==> src/rtl/uidq_pkg.sv <==
// ============================================================================
// uidq_pkg
// Types and codes shared by the duplicate-rejecting identifier queue.
// ============================================================================
package uidq_pkg;

  // Operation codes carried in func
  localparam logic [2:0] FUNC_ENQ   = 3'd0;
  localparam logic [2:0] FUNC_DEQ   = 3'd1;
  localparam logic [2:0] FUNC_LIST  = 3'd2;
  localparam logic [2:0] FUNC_DRAIN = 3'd3;
  localparam logic [2:0] FUNC_CLOSE = 3'd4;

  // Result status codes
  localparam logic [2:0] STAT_OK      = 3'd0;
  localparam logic [2:0] STAT_DUP     = 3'd1;
  localparam logic [2:0] STAT_FULL    = 3'd2;
  localparam logic [2:0] STAT_EMPTY   = 3'd3;
  localparam logic [2:0] STAT_DROPPED = 3'd4;

  typedef struct packed {
    logic [2:0]  func;
    logic [15:0] ident;
  } uidq_in_t;

  typedef struct packed {
    logic [2:0]  status;
    logic [15:0] out_ident;
    logic        last;
  } uidq_res_t;

  // One result offered by the sequencer to the output register
  typedef struct packed {
    logic      vld;
    uidq_res_t res;
  } uidq_emit_t;

  typedef enum logic [1:0] {
    ST_IDLE,
    ST_SEARCH,
    ST_WALK,
    ST_RESP
  } uidq_state_t;

endpackage

==> src/rtl/uidq_mem.sv <==
// ============================================================================
// uidq_mem
// Slot memory: one write port, one read port, registered read data.
// ============================================================================
module uidq_mem #(
  parameter int QUEUE_DEPTH = 16,
  parameter int PW          = 4
) (
  input  logic          clk,
  input  logic          we,
  input  logic [PW-1:0] waddr,
  input  logic [15:0]   wdata,
  input  logic          re,
  input  logic [PW-1:0] raddr,
  output logic [15:0]   rdata
);

  logic [15:0] mem [QUEUE_DEPTH];
  logic [15:0] rdata_r;

  always_ff @(posedge clk) begin
    if (we) begin
      mem[waddr] <= wdata;
    end
  end

  // Hold read data until the next read
  always_ff @(posedge clk) begin
    if (re) begin
      rdata_r <= mem[raddr];
    end
  end

  assign rdata = rdata_r;

endmodule

==> src/rtl/uidq_ctrl.sv <==
// ============================================================================
// uidq_ctrl
// Sequencer: pointers, fill count, duplicate search and dequeue/list/drain walk.
// ============================================================================
module uidq_ctrl #(
  parameter int QUEUE_DEPTH = 16,
  parameter int PW          = 4,
  parameter int CW          = 5
) (
  input  logic                 clk,
  input  logic                 rst_n,
  input  logic                 in_valid,
  input  uidq_pkg::uidq_in_t   in_data,
  output logic                 busy,
  input  logic                 out_free,
  output uidq_pkg::uidq_emit_t emit,
  output logic                 mem_re,
  output logic [PW-1:0]        mem_raddr,
  input  logic [15:0]          mem_rdata,
  output logic                 mem_we,
  output logic [PW-1:0]        mem_waddr,
  output logic [15:0]          mem_wdata
);
  import uidq_pkg::*;

  uidq_state_t   state_r, state_nxt;
  logic [2:0]    func_r, func_nxt;
  logic [15:0]   ident_r, ident_nxt;
  logic [PW-1:0] head_r, head_nxt;
  logic [PW-1:0] tail_r, tail_nxt;
  logic [CW-1:0] fill_r, fill_nxt;
  logic [PW-1:0] rd_ptr_r, rd_ptr_nxt;
  logic [CW-1:0] left_r, left_nxt;
  logic          pend_r, pend_nxt;
  logic          found_r, found_nxt;
  logic [2:0]    resp_r, resp_nxt;
  logic          acc;
  logic          issue;
  logic          walk_emit;

  function automatic logic [PW-1:0] ptr_inc(input logic [PW-1:0] p);
    return (p == PW'(QUEUE_DEPTH - 1)) ? '0 : p + 1'b1;
  endfunction

  assign busy      = (state_r != ST_IDLE);
  assign acc       = in_valid && !busy;
  assign walk_emit = pend_r && out_free;

  // Next state
  always_comb begin
    state_nxt = state_r;
    unique case (state_r)
      ST_IDLE: begin
        if (acc) begin
          unique case (in_data.func)
            FUNC_ENQ:                        state_nxt = ST_SEARCH;
            FUNC_DEQ, FUNC_LIST, FUNC_DRAIN: state_nxt = (fill_r == '0) ? ST_RESP : ST_WALK;
            FUNC_CLOSE:                      state_nxt = ST_RESP;
            default:                         state_nxt = ST_IDLE;
          endcase
        end
      end
      ST_SEARCH: begin
        if (left_r == '0 && !pend_r) state_nxt = ST_RESP;
      end
      ST_WALK: begin
        if (walk_emit && left_r == '0) state_nxt = ST_IDLE;
      end
      ST_RESP: begin
        if (out_free) state_nxt = ST_IDLE;
      end
      default: state_nxt = ST_IDLE;
    endcase
  end

  // Datapath and outputs
  always_comb begin
    func_nxt   = func_r;
    ident_nxt  = ident_r;
    head_nxt   = head_r;
    tail_nxt   = tail_r;
    fill_nxt   = fill_r;
    rd_ptr_nxt = rd_ptr_r;
    left_nxt   = left_r;
    pend_nxt   = 1'b0;
    found_nxt  = found_r;
    resp_nxt   = resp_r;
    issue      = 1'b0;
    emit       = '0;
    mem_we     = 1'b0;
    mem_waddr  = tail_r;
    mem_wdata  = ident_r;

    unique case (state_r)
      ST_IDLE: begin
        if (acc) begin
          func_nxt   = in_data.func;
          ident_nxt  = in_data.ident;
          rd_ptr_nxt = head_r;
          left_nxt   = (in_data.func == FUNC_DEQ) ? CW'(1) : fill_r;
          found_nxt  = 1'b0;
          resp_nxt   = STAT_EMPTY;
          if (in_data.func == FUNC_CLOSE) begin
            resp_nxt = (fill_r != '0) ? STAT_DROPPED : STAT_OK;
            head_nxt = '0;
            tail_nxt = '0;
            fill_nxt = '0;
          end
        end
      end
      ST_SEARCH: begin
        issue    = (left_r != '0);
        pend_nxt = issue;
        if (pend_r && mem_rdata == ident_r) found_nxt = 1'b1;
        if (left_r == '0 && !pend_r) begin
          if (found_r) begin
            resp_nxt = STAT_DUP;
          end else if (fill_r == CW'(QUEUE_DEPTH)) begin
            resp_nxt = STAT_FULL;
          end else begin
            resp_nxt = STAT_OK;
            mem_we   = 1'b1;
            tail_nxt = ptr_inc(tail_r);
            fill_nxt = fill_r + 1'b1;
          end
        end
      end
      ST_WALK: begin
        // Read ahead when nothing is pending or when the pending word leaves this cycle
        issue    = (left_r != '0) && (!pend_r || out_free);
        pend_nxt = issue || (pend_r && !out_free);
        if (walk_emit) begin
          emit.vld           = 1'b1;
          emit.res.status    = STAT_OK;
          emit.res.out_ident = mem_rdata;
          emit.res.last      = (left_r == '0);
          if (left_r == '0) begin
            if (func_r == FUNC_DEQ) begin
              head_nxt = ptr_inc(head_r);
              fill_nxt = fill_r - 1'b1;
            end else if (func_r == FUNC_DRAIN) begin
              head_nxt = '0;
              tail_nxt = '0;
              fill_nxt = '0;
            end
          end
        end
      end
      ST_RESP: begin
        if (out_free) begin
          emit.vld      = 1'b1;
          emit.res.status = resp_r;
          emit.res.last = 1'b1;
        end
      end
      default: ;
    endcase

    if (issue) begin
      rd_ptr_nxt = ptr_inc(rd_ptr_r);
      left_nxt   = left_r - 1'b1;
    end
  end

  assign mem_re    = issue;
  assign mem_raddr = rd_ptr_r;

  always_ff @(posedge clk) begin
    if (!rst_n) begin
      state_r <= ST_IDLE;
      head_r  <= '0;
      tail_r  <= '0;
      fill_r  <= '0;
      pend_r  <= 1'b0;
    end else begin
      state_r <= state_nxt;
      head_r  <= head_nxt;
      tail_r  <= tail_nxt;
      fill_r  <= fill_nxt;
      pend_r  <= pend_nxt;
    end
  end

  always_ff @(posedge clk) begin
    func_r   <= func_nxt;
    ident_r  <= ident_nxt;
    rd_ptr_r <= rd_ptr_nxt;
    left_r   <= left_nxt;
    found_r  <= found_nxt;
    resp_r   <= resp_nxt;
  end

endmodule

==> src/rtl/unique_id_fifo_queue_unit.sv <==
// ============================================================================
// unique_id_fifo_queue_unit
// Bounded FIFO of 16-bit identifiers that rejects duplicates.
// ============================================================================
// The queue holds up to QUEUE_DEPTH identifiers in a ring of synchronous
// memory with registered read data and handles one operation at a time:
// in_stall is high from the transfer of an item until its last result has
// been offered. Enqueue reads every stored entry through the single memory
// read port to look for a duplicate; list and drain emit one result per
// cycle while out_stall is low; close, and dequeue, list or drain on an
// empty queue, give a single response. A new item may transfer as soon as
// in_stall drops. With 16 entries the longest operation, without out_stall,
// is an enqueue on a full queue. Every result goes through an output
// register, so a new item may transfer while the final result still waits
// on out_stall. Unused func codes give no result. Slots are not cleared at
// reset; the pointers and fill count are.
// ============================================================================
module unique_id_fifo_queue_unit #(
  parameter int QUEUE_DEPTH = 16
) (
  input  logic                clk,
  input  logic                rst_n,
  input  logic                in_valid,
  output logic                in_stall,
  input  uidq_pkg::uidq_in_t  in_data,
  output logic                out_valid,
  input  logic                out_stall,
  output uidq_pkg::uidq_res_t out_data
);
  import uidq_pkg::*;

  localparam int PW = $clog2(QUEUE_DEPTH);
  localparam int CW = $clog2(QUEUE_DEPTH + 1);

  uidq_emit_t    emit;
  logic          busy;
  logic          out_free;
  logic          mem_re, mem_we;
  logic [PW-1:0] mem_raddr, mem_waddr;
  logic [15:0]   mem_rdata, mem_wdata;
  logic          out_valid_r, out_valid_nxt;
  uidq_res_t     out_data_r, out_data_nxt;

  // Hold new items off while the sequencer works
  assign in_stall = busy;

  // Output register frees up when empty or when its word transfers now
  assign out_free = !out_valid_r || !out_stall;

  uidq_ctrl #(
    .QUEUE_DEPTH(QUEUE_DEPTH),
    .PW         (PW),
    .CW         (CW)
  ) u_ctrl (
    .clk      (clk),
    .rst_n    (rst_n),
    .in_valid (in_valid),
    .in_data  (in_data),
    .busy     (busy),
    .out_free (out_free),
    .emit     (emit),
    .mem_re   (mem_re),
    .mem_raddr(mem_raddr),
    .mem_rdata(mem_rdata),
    .mem_we   (mem_we),
    .mem_waddr(mem_waddr),
    .mem_wdata(mem_wdata)
  );

  uidq_mem #(
    .QUEUE_DEPTH(QUEUE_DEPTH),
    .PW         (PW)
  ) u_mem (
    .clk  (clk),
    .we   (mem_we),
    .waddr(mem_waddr),
    .wdata(mem_wdata),
    .re   (mem_re),
    .raddr(mem_raddr),
    .rdata(mem_rdata)
  );

  // Load a new result, drop a transferred one, otherwise hold
  always_comb begin
    out_valid_nxt = out_valid_r;
    out_data_nxt  = out_data_r;
    if (emit.vld) begin
      out_valid_nxt = 1'b1;
      out_data_nxt  = emit.res;
    end else if (!out_stall) begin
      out_valid_nxt = 1'b0;
    end
  end

  always_ff @(posedge clk) begin
    if (!rst_n) begin
      out_valid_r <= 1'b0;
    end else begin
      out_valid_r <= out_valid_nxt;
    end
  end

  always_ff @(posedge clk) begin
    out_data_r <= out_data_nxt;
  end

  assign out_valid = out_valid_r;
  assign out_data  = out_data_r;

endmodule

==> config.mk <==
export PLATFORM = sky130hd
export DESIGN_NAME = unique_id_fifo_queue_unit
export DESIGN_NICKNAME = d
export VERILOG_FILES = /design/src/rtl/uidq_pkg.sv /design/src/rtl/uidq_mem.sv /design/src/rtl/uidq_ctrl.sv /design/src/rtl/unique_id_fifo_queue_unit.sv
export SDC_FILE = /design/constraint.sdc
export NUM_CORES = 1
export LEC_CHECK = 0
export BUFFER_PORTS_ARGS = -buffer_cell sky130_fd_sc_hd__buf_4
export CELL_PAD_IN_SITES_DETAIL_PLACEMENT = 0
export CELL_PAD_IN_SITES_GLOBAL_PLACEMENT = 2
export CORE_AREA = 2 2 179 181
export CTS_BUF_LIST = sky130_fd_sc_hd__clkbuf_16
export CTS_CLUSTER_DIAMETER = 30
export CTS_CLUSTER_SIZE = 14
export DETAILED_ROUTE_END_ITERATION = 8
export DIE_AREA = 0 0 181 183
export GPL_TIMING_DRIVEN = 0
export PLACE_DENSITY_LB_ADDON = 0.1
export SYNTH_ARGS = -nofsm -noshare
export SYNTH_HDL_FRONTEND = slang
export SYNTH_SLANG_ARGS = --single-unit
==> constraint.sdc <==
create_clock -name clk -period 8.9 [get_ports clk]
set_input_delay 0.445 -clock clk [delete_from_list [all_inputs] [get_ports clk]]
set_output_delay 0.445 -clock clk [all_outputs]
set_load 0.02 [all_outputs]
# Yosys cells after proc, flatten, opt, wreduce, memory -nomap -nowiden
# Memory sizes are Yosys's and may differ from the RTL's. A register that Yosys moved wholly into a read port is not among the register bits.
# Index checks and enable logic that the tools add are counted.
[op_classes]
n_addsub = 6
eq_ne = 28
n_mux = 66
reduce_logical = 37
[op_table]
columns = ["op", "n"]
rows = [
  ["two-way mux 4 bit", 19],
  ["two-way mux 5 bit", 13],
  ["two-way mux 21 bit", 1],
  ["!= test 2 x 1 -> 1 bit, second input constant", 10],
  ["== test 16 bit", 1],
  ["one-hot mux 4 bit (2 select lines)", 2],
  ["two-way mux 3 bit", 5],
  ["one-hot mux 5 bit (3 select lines)", 1],
  ["adder 4 x 1 -> 4 bit, second input constant", 3],
  ["== test 4 bit, second input constant", 3],
  ["two-way mux 1 bit", 12],
  ["one-hot mux 4 bit (3 select lines)", 1],
  ["zero test 5 bit", 2],
  ["two-way mux 2 bit", 5],
  ["AND reduction 10 bit", 1],
  ["nonzero test 2 bit", 5],
  ["nonzero test 5 bit", 2],
  ["subtractor 5 x 1 -> 5 bit, second input constant", 2],
  ["== test 3 x 2 -> 1 bit, second input constant", 3],
  ["AND reduction 9 bit", 1],
  ["one-hot mux 1 bit (2 select lines)", 4],
  ["one-hot mux 2 bit (4 select lines)", 1],
  ["logical AND 1 bit", 7],
  ["== test 3 x 1 -> 1 bit, second input constant", 2],
  ["19 further kinds", 31],
]
[word_totals]
register_bits = 69
mem_bits_rw = 256
in_bits = 23
output_inout_bits = 22
wordCells = 153
mem_count = 1
[mem_list]
columns = ["name", "depth", "word_bits", "read_ports", "rd_clocked_by_memory_dff", "write_ports", "line", "text"]
rows = [
  ["u_mem.mem", 16, 16, 1, 1, 1, "uidq_mem.sv:18", "logic [15:0] mem [QUEUE_DEPTH];"],
]

# Logic depth before layout (Yosys ltp)
# Gate-level depths: netlist of run 1.
[logic_depth]
depth_word = 7
depth_mapped = 10
ltp_nobuf = 7

# By module
# Synthesis of run 1 repeated with hierarchy kept, for this count alone.
[unflattened]
cells_unflattened = 747
area_unflattened_um2 = 13719.4
[modules_own_cells]
columns = ["module", "n_inst", "cells_per_inst", "area_per_inst_um2", "seq_area_each_um2"]
rows = [
  ["uidq_mem", 1, 432, 10202.3, 8167.8],
  ["uidq_ctrl", 1, 291, 2881.5, 1281.2],
  ["unique_id_fifo_queue_unit", 1, 24, 635.6, 620.6],
]

# Least setup slack after synthesis of run 1
# OpenSTA, ideal clock, no wires.
[synth_path]
path_kind = "flip-flop to flip-flop"
startpoint = "register u_ctrl.left_r[0]"
endpoint = "memory u_mem.mem[0][0], enable pin"
setup_time_ns = 0.409
arrival_ns = 3.097
required_ns = 8.491
slack_ns = 5.394
stages_incl_launch_ff = 9
path_buffers = 1
synth_period_minus_slack_ns = 3.506
cell_sequence = "edfxtp_1 > inv_1 > ha_1 > or4b_1 > buf_2 > or3_1 > nor3_1 > nand2_1 > nor3_1"
[synth_via]
elab_chain_cells = 6
[synth_rtl]
columns = ["item", "line", "text"]
rows = [
  ["start: declaration", "uidq_ctrl.sv:33", "logic [CW-1:0] left_r, left_nxt;"],
  ["start signal: assignment", "uidq_ctrl.sv:188", "left_r <= left_nxt;"],
  ["zero test 5 bit", "uidq_ctrl.sv:115", "if (left_r == '0 && !pend_r) begin"],
  ["logical AND 1 bit", "uidq_ctrl.sv:115", ""],
  ["two-way mux 1 bit", "uidq_ctrl.sv:115", ""],
  ["two-way mux 1 bit", "uidq_ctrl.sv:94", "unique case (state_r)"],
  ["two-way mux 1 bit", "uidq_mem.sv:22", "if (we) begin"],
  ["two-way mux 1 bit (implied by the code)", "uidq_mem.sv:23", "mem[waddr] <= wdata;"],
  ["end: declaration", "uidq_mem.sv:18", ""],
]
# Every way passes these cells.

# Worst setup path after layout of run 1
[layout_path]
startpoint = "register u_ctrl.left_r[0]"
endpoint = "memory u_mem.mem[1][9], enable pin"
# The elaborated chain is that of the path after synthesis.

==> reports/metrics.cfg, run 1 <==
[die]
initial_core_util_pct=44.2
core.rowCount=65
die_area_mm2=0.0331
io-pin-count=45
core_area_mm2=0.0312
dieWidth_um=181
die_y_um=183

[grt]
met2_usage_pct=30.3
overflow=0
gr-usage-met1_pct=29.6
grt_pass1_vias=7980
grt_pass1_wl_mm=48.8
antenna_found_initial=0
grt-busiest-layer=met2
use_met3_pct=4.29
grt_max_degree=26
grt_use_total_pct=20.2

[synth]
synthFlopType=edfxtp_1
synth-edff-count=324
synth_area_mm2=0.0138
netlist.area_leader.share_pct=70.5
ys_ff_latch=341
syn-num-nets=873
yosysTopAreaCell=edfxtp_1
synthTopCellsByArea=edfxtp_1 71%, mux4_2 5.2%, mux2i_1 3.6%
ys.warnings.count=0
synth_common_cells=324 x edfxtp_1, 52 x nand2_1, 51 x o21ai_0
synth_cells=836
ys_types=51
yosysSeqAreaShare_pct=73.0
syn_area_per_cell_um2=16.5
synth_most_common_cell=edfxtp_1
synthArstFlopShare_pct=0

[detailed_routing]
firstDrtPassIters=5
routed_wirelength_mm=33.2
routedWlPerCell_um=23.5
vias=7884
routed_via_density=5.58
ant_nets=0
drtIter0Drc=773
drc=0

[timing]
setup_ws_ps=5180
fmax_ghz=0.269
setup_tns_ps=0
hold_violations=0
max_slew_margin_pct=16.2
setup_viol=0
fin_crit_sh_pct=41.8
drv_slew=0
fin_worst_skew_ps=23.1
fin_crit_ps=3720
worst_slew_pin_slew_ps=1260
rsz0062_at_grt=false

[critical_path]
reg2reg_depth=9
crit_chain=inv_1 -> ha_1 -> or4b_1 -> buf_2 -> or3_1 -> nor3_1 -> nand2_1 -> nor3_2 -> buf_6
cpPeakStageDelay_ps=760
critPathArrivalTime_ps=3970
reg2reg_to=u_mem.mem[1][9]
rrSetupSlack_ps=5180
critPathKind=flop to flop
slowest_stage=nor3_2
reg2reg_from=u_ctrl.left_r[0]
cp.required_ps=9150
worstSetupStartpointType=flop
cp-end-kind=flop
path_max_fanout=9

[clock_tree]
cts.clk_slew.worst_paths_ps=50
post-cts-setup-buffers=0
postCtsHoldBufs=0
numCtsBuffers=67
clkLatencyLatePin_ps=550
numClockSinks=341
clk_path_buf_depth=3
cts_root_buffer=clkbuf_16
cts_resized=0
cts_tree=done
ctsHtreeMaxLevel=3

[worst_hold_path]
hold_class=input pin to flop
whs_path_depth=1
hp-start=in_data[14]
whs_endpoint=u_ctrl.mem_wdata[14]

[pwr]
leakagePower_uw=0.00579
power_per_cell_area_mw_per_mm2=336
vdd_drop_max_mv=0.209

[finish]
nets=997
diodes=0
syn_to_final_growth_pct=23.7
post_route_cells_drive_above_1_share_pct=23.0

[placed_design]
port_buffers=43
dp_worst_setup_slack_ps=5180
dp_hpwl_mm=22.7
place_congestion=0.824

[flow_run]
cap_violations=0

[run_status]
status=complete, no violations

layout make-up:
cell class / instances / area (um2)
inverter: 16 / 60.1
clock buffer: 69 / 1730
multi-input combinational: 437 / 3550
tap: 402 / 503
buffer: 42 / 163
timing repair buffer: 55 / 484
clock inverter: 51 / 510
sequential: 341 / 10100
fill: 2527 / 14200
logic make-up (layout without fill, tap and decap cells):
family                     count (synthesis)  count (layout)  share of synthesized area, %
xor gates and xnor gates                  19              19                          1.21
buffers and inverters                     58             233                          1.61
muxes                                    101             101                          10.4
and+or+nand+nor                          148             148                          5.42
adders and majority gates                 14              14                          1.27
AOI/OAI and AO/OA                        155             155                          7.08
DFF                                      341             341                          73.0
state kept, by name (all words and copies together) (netlist names):
register,flops
out_data,20
out_valid,1
u_ctrl.fill_r,5
u_ctrl.found_r,1
u_ctrl.func_r,3
u_ctrl.head_r,4
u_ctrl.left_r,5
u_ctrl.mem_raddr,4
u_ctrl.mem_waddr,4
u_ctrl.mem_wdata,16
u_ctrl.pend_r,1
u_ctrl.resp_r,3
u_ctrl.state_r,2
u_mem.mem,256
u_mem.rdata,16
placed cells by master, fill, tap and decap left out, types with 7 or more instances in the layout:
cell       netlist  layout
a21oi_1         41      41
a221oi_1        19      19
a22oi_1         16      16
and2_1          18      18
buf_1            7       7
buf_4            0      43
buf_8            0       7
bufinv_16        0       9
clkbuf_1        31      31
clkbuf_16        0      69
clkinv_1         1      14
clkinv_2         0      10
dfxtp_1         17      17
edfxtp_1       324     324
ha_1            14      14
inv_1           15      22
mux2_2          19      19
mux2i_1         50      50
mux4_2          32      32
nand2_1         52      52
nand3_1          7       7
nand4_1          7       7
nor2_1          24      12
nor2_2           0      12
o21ai_0         51      51
xnor2_1         17      17
how the worst max path moves through the flow:
stage / start / endpoint / slack, ps / cells past startpoint
4_1_cts: u_ctrl.left_r[0] / u_mem.mem[1][3] / 5140 / 9
3_3_place_gp: u_ctrl.left_r[0] / u_mem.mem[3][11] / 3890 / 8
6_report: u_ctrl.left_r[0] / u_mem.mem[1][9] / 5180 / 9
2_1_floorplan: u_ctrl.left_r[0] / u_mem.mem[0][0] / 5390 / 8
3_5_place_dp: u_ctrl.left_r[0] / u_mem.mem[1][9] / 5180 / 9
5_1_grt: u_ctrl.left_r[0] / u_mem.mem[0][3] / 4920 / 9
where the power goes:
part | switching [uW] | internal, uW
clock | 780 | 1660
combinational | 756 | 451
sequential | 131 | 1970
total | 1670 | 4080
stage by stage:
stage          cell area [um2]  cells  hold slack [ps]  total power (uW)  utilization (%)
2_1_floorplan            13800    836              460              2870                -
3_3_place_gp             14600   1281              503              3290             46.8
3_5_place_dp             14800   1293              524              3320             47.5
4_1_cts                  17100   1413             47.3              5780             54.6
5_1_grt                  17100   1413             49.8              5990             54.6
6_report                 17100   1413             64.6              5740             54.6
worst max-delay path: cells and delay by family, from the launching register on:
family | cells | cell delay [ps]
AND/OR/NAND/NOR | 5 | 2250
buffers and inverters | 3 | 540
flip-flops | 1 | 420
adder cells (fa/ha/maj) | 1 | 190
layer usage:
layer | up-vias | part of all wire [%] | wire length [um]
met5 | - | 0 | 0
li1 | 3586 | - | -
met4 | 0 | 2.0 | 663
met3 | 47 | 6.6 | 2190
met1 | 3986 | 46 | 15300
met2 | 265 | 45 | 15000
No activity file was read; power rests on OpenSTA's default activity.
==> run 2, diff against run 1 <==
--- a/config.mk
+++ b/config.mk
@@ -5,15 +5,16 @@
 export SDC_FILE = /design/constraint.sdc
 export NUM_CORES = 1
 export LEC_CHECK = 0
+export ABC_AREA = 1
 export BUFFER_PORTS_ARGS = -buffer_cell sky130_fd_sc_hd__buf_4
 export CELL_PAD_IN_SITES_DETAIL_PLACEMENT = 0
 export CELL_PAD_IN_SITES_GLOBAL_PLACEMENT = 2
-export CORE_AREA = 2 2 179 181
+export CORE_AREA = 2 2 187 189
 export CTS_BUF_LIST = sky130_fd_sc_hd__clkbuf_16
 export CTS_CLUSTER_DIAMETER = 30
 export CTS_CLUSTER_SIZE = 14
 export DETAILED_ROUTE_END_ITERATION = 8
-export DIE_AREA = 0 0 181 183
+export DIE_AREA = 0 0 189 191
 export GPL_TIMING_DRIVEN = 0
 export PLACE_DENSITY_LB_ADDON = 0.1
 export SYNTH_ARGS = -nofsm -noshare
==> constraint.sdc (replaced) <==
create_clock -name clk -period 3.7 [get_ports clk]
set_input_delay 0.185 -clock clk [delete_from_list [all_inputs] [get_ports clk]]
set_output_delay 0.185 -clock clk [all_outputs]
set_load 0.02 [all_outputs]
==> reports/metrics.cfg, run 2 <==
[run_status]
status=complete, no violations

[finish]
final_common_cell=edfxtp_1
final_cell_mix=324 x edfxtp_1, 263 x nand2_1, 135 x inv_1, 123 x nor2_1, 74 x clkbuf_16
nFillCells=2918
postLayoutCoreUtil_pct=53.5
post_route_cells_drive_above_1_share_pct=17.4
nets=1426
largest_reg_flops=256
syn_to_final_growth_pct=26.4
top_register=u_mem.mem

[detailed_routing]
routed_via_density=5.10
drc=0
routedWlPerCell_um=21.8
drtIter0Drc=797
ant_nets=0
firstDrtPassIters=5
vias=9691
routed_wirelength_mm=41.4

[critical_path]
path_buf_inv=3
slowest_stage=nor2_2
cp.required_ps=3870
critPathKind=flop to flop
cpPeakStageDelay_ps=760
cp_top_family=simple AND/OR/NAND/NOR gates
reg2reg_from=u_ctrl.left_r[0]
worstSetupStartpointType=flop
cp-end-kind=flop
crit_chain=inv_1 -> ha_1 -> nand3_4 -> inv_1 -> nand4_1 -> inv_1 -> nand2_1 -> nor2_2
crit_top_cell=inv_1
rrSetupSlack_ps=1000
critPathArrivalTime_ps=2870
path_max_fanout=16
crit_start=u_ctrl.left_r[0]

[synth]
yosysSeqAreaShare_pct=69.7
synth-edff-count=324
synthArstFlopShare_pct=0
synth_cells=1237
synth_area_mm2=0.0144
syn-num-nets=1274
synth_common_cells=324 x edfxtp_1, 263 x nand2_1, 139 x nor2_1
synthTopCellsByArea=edfxtp_1 67%, nand2_1 6.8%, nor2_1 3.6%
synth_most_common_cell=edfxtp_1
netlist.area_leader.share_pct=67.4
ys_types=36
ys_ff_latch=341
ys.warnings.count=0
yosysTopAreaCell=edfxtp_1
syn_area_per_cell_um2=11.7
synthFlopType=edfxtp_1

[placed_design]
port_buffers=43
dp_worst_setup_slack_ps=955
dp_hpwl_mm=27.4
place_congestion=0.812

[timing]
setup_tns_ps=0
setup_ws_ps=1000
worst_slew_pin_slew_ps=1100
max_slew_margin_pct=26.4
setup_viol=0
fin_worst_skew_ps=32.7
drv_slew=0
rsz0062_at_grt=false
fin_crit_sh_pct=72.8
hold_violations=0
fin_crit_ps=2700
fmax_ghz=0.371

[pwr]
leakagePower_uw=0.00692
vdd_drop_max_mv=0.492
power_per_cell_area_mw_per_mm2=845

[worst_hold_path]
hold_class=input pin to flop
hp-start=out_stall

[die]
core.rowCount=68
die_area_mm2=0.0361
die_y_um=191
core_area_mm2=0.0341
io-pin-count=45
dieWidth_um=189
initial_core_util_pct=42.3

[clock_tree]
clkLatencyLatePin_ps=570
cts_tree=done
cts_root_buffer=clkbuf_16
cts.clk_slew.worst_paths_ps=40
clk_path_buf_depth=3
ctsHtreeMaxLevel=3
numCtsBuffers=72
post-cts-setup-buffers=0
numClockSinks=341

[flow_run]
cap_violations=0

[grt]
grt_max_degree=22
grt_use_total_pct=23.7
antenna_found_initial=1
overflow=0
grt_pass1_vias=9528
grt_pass1_wl_mm=61.2

run 2: cell type report:
cell class	count	area, um2	share of cell area, %
clock inverters	56	563	3.08
flip-flops and latches	341	10100	55.2
repair buffers	78	786	4.30
well taps	455	569	3.12
inverters	128	480	2.63
diodes	1	2.50	0.0137
clock buffers	74	1850	10.1
multi-input cells	713	3650	20.0
plain buffers	55	283	1.55
run 2: worst min-delay path: stages:
cell and delay (ps):
buf_4 80, nand2_1 120, inv_1 100, o21ai_0 80, inv_1 50
run 2: timing repair:
action,4_1_cts,5_1_grt
hold buffers,20,0
hold endpoints to repair,26,0
gates resized for setup,0,0
run 2: final timing paths:
path                      end  cells after the start
max          u_mem.mem[0][13]                      8
max reg2reg  u_mem.mem[0][13]                      8
min reg2reg  u_ctrl.head_r[3]                      2
min                 out_valid                      5
run 2: cells by family (layout without fill, tap and decap cells):
group,Yosys count,count (layout),synth area share (%)
AO/OA/AOI/OAI,189,189,8.32
flip-flops,341,341,69.7
AND/OR/NAND/NOR,499,499,14.8
XOR/XNOR,11,11,0.667
adder cells (fa/ha/maj),14,14,1.21
buffers and inverters,183,391,5.28
other,0,1,0
run 2: per-stage QoR:
step                total power [uW]  cells  instance area [um2]  hold WS [ps]
floorplan                       7520   1237                14400           284
global placement                9140   1735                15300           363
detailed placement              9160   1750                15600           364
CTS                            15500   1900                18300          54.3
global route                   16200   1900                18300           132
finish                         15400   1901                18300          81.9
run 2: routing by layer:
metal	global-route usage [%]	wire, um	vias up
met3	5.73	2840	68
met4	9.47	1190	0
met5	0	0	-
li1	-	-	4642
met1	33.9	19300	4720
met2	34.8	18100	261
run 2: power breakdown:
group	switching, uW	leakage (uW)	internal (uW)
clock network	2030	0.00122	4310
registers	412	0.00308	4750
logic	2800	0.00262	1130
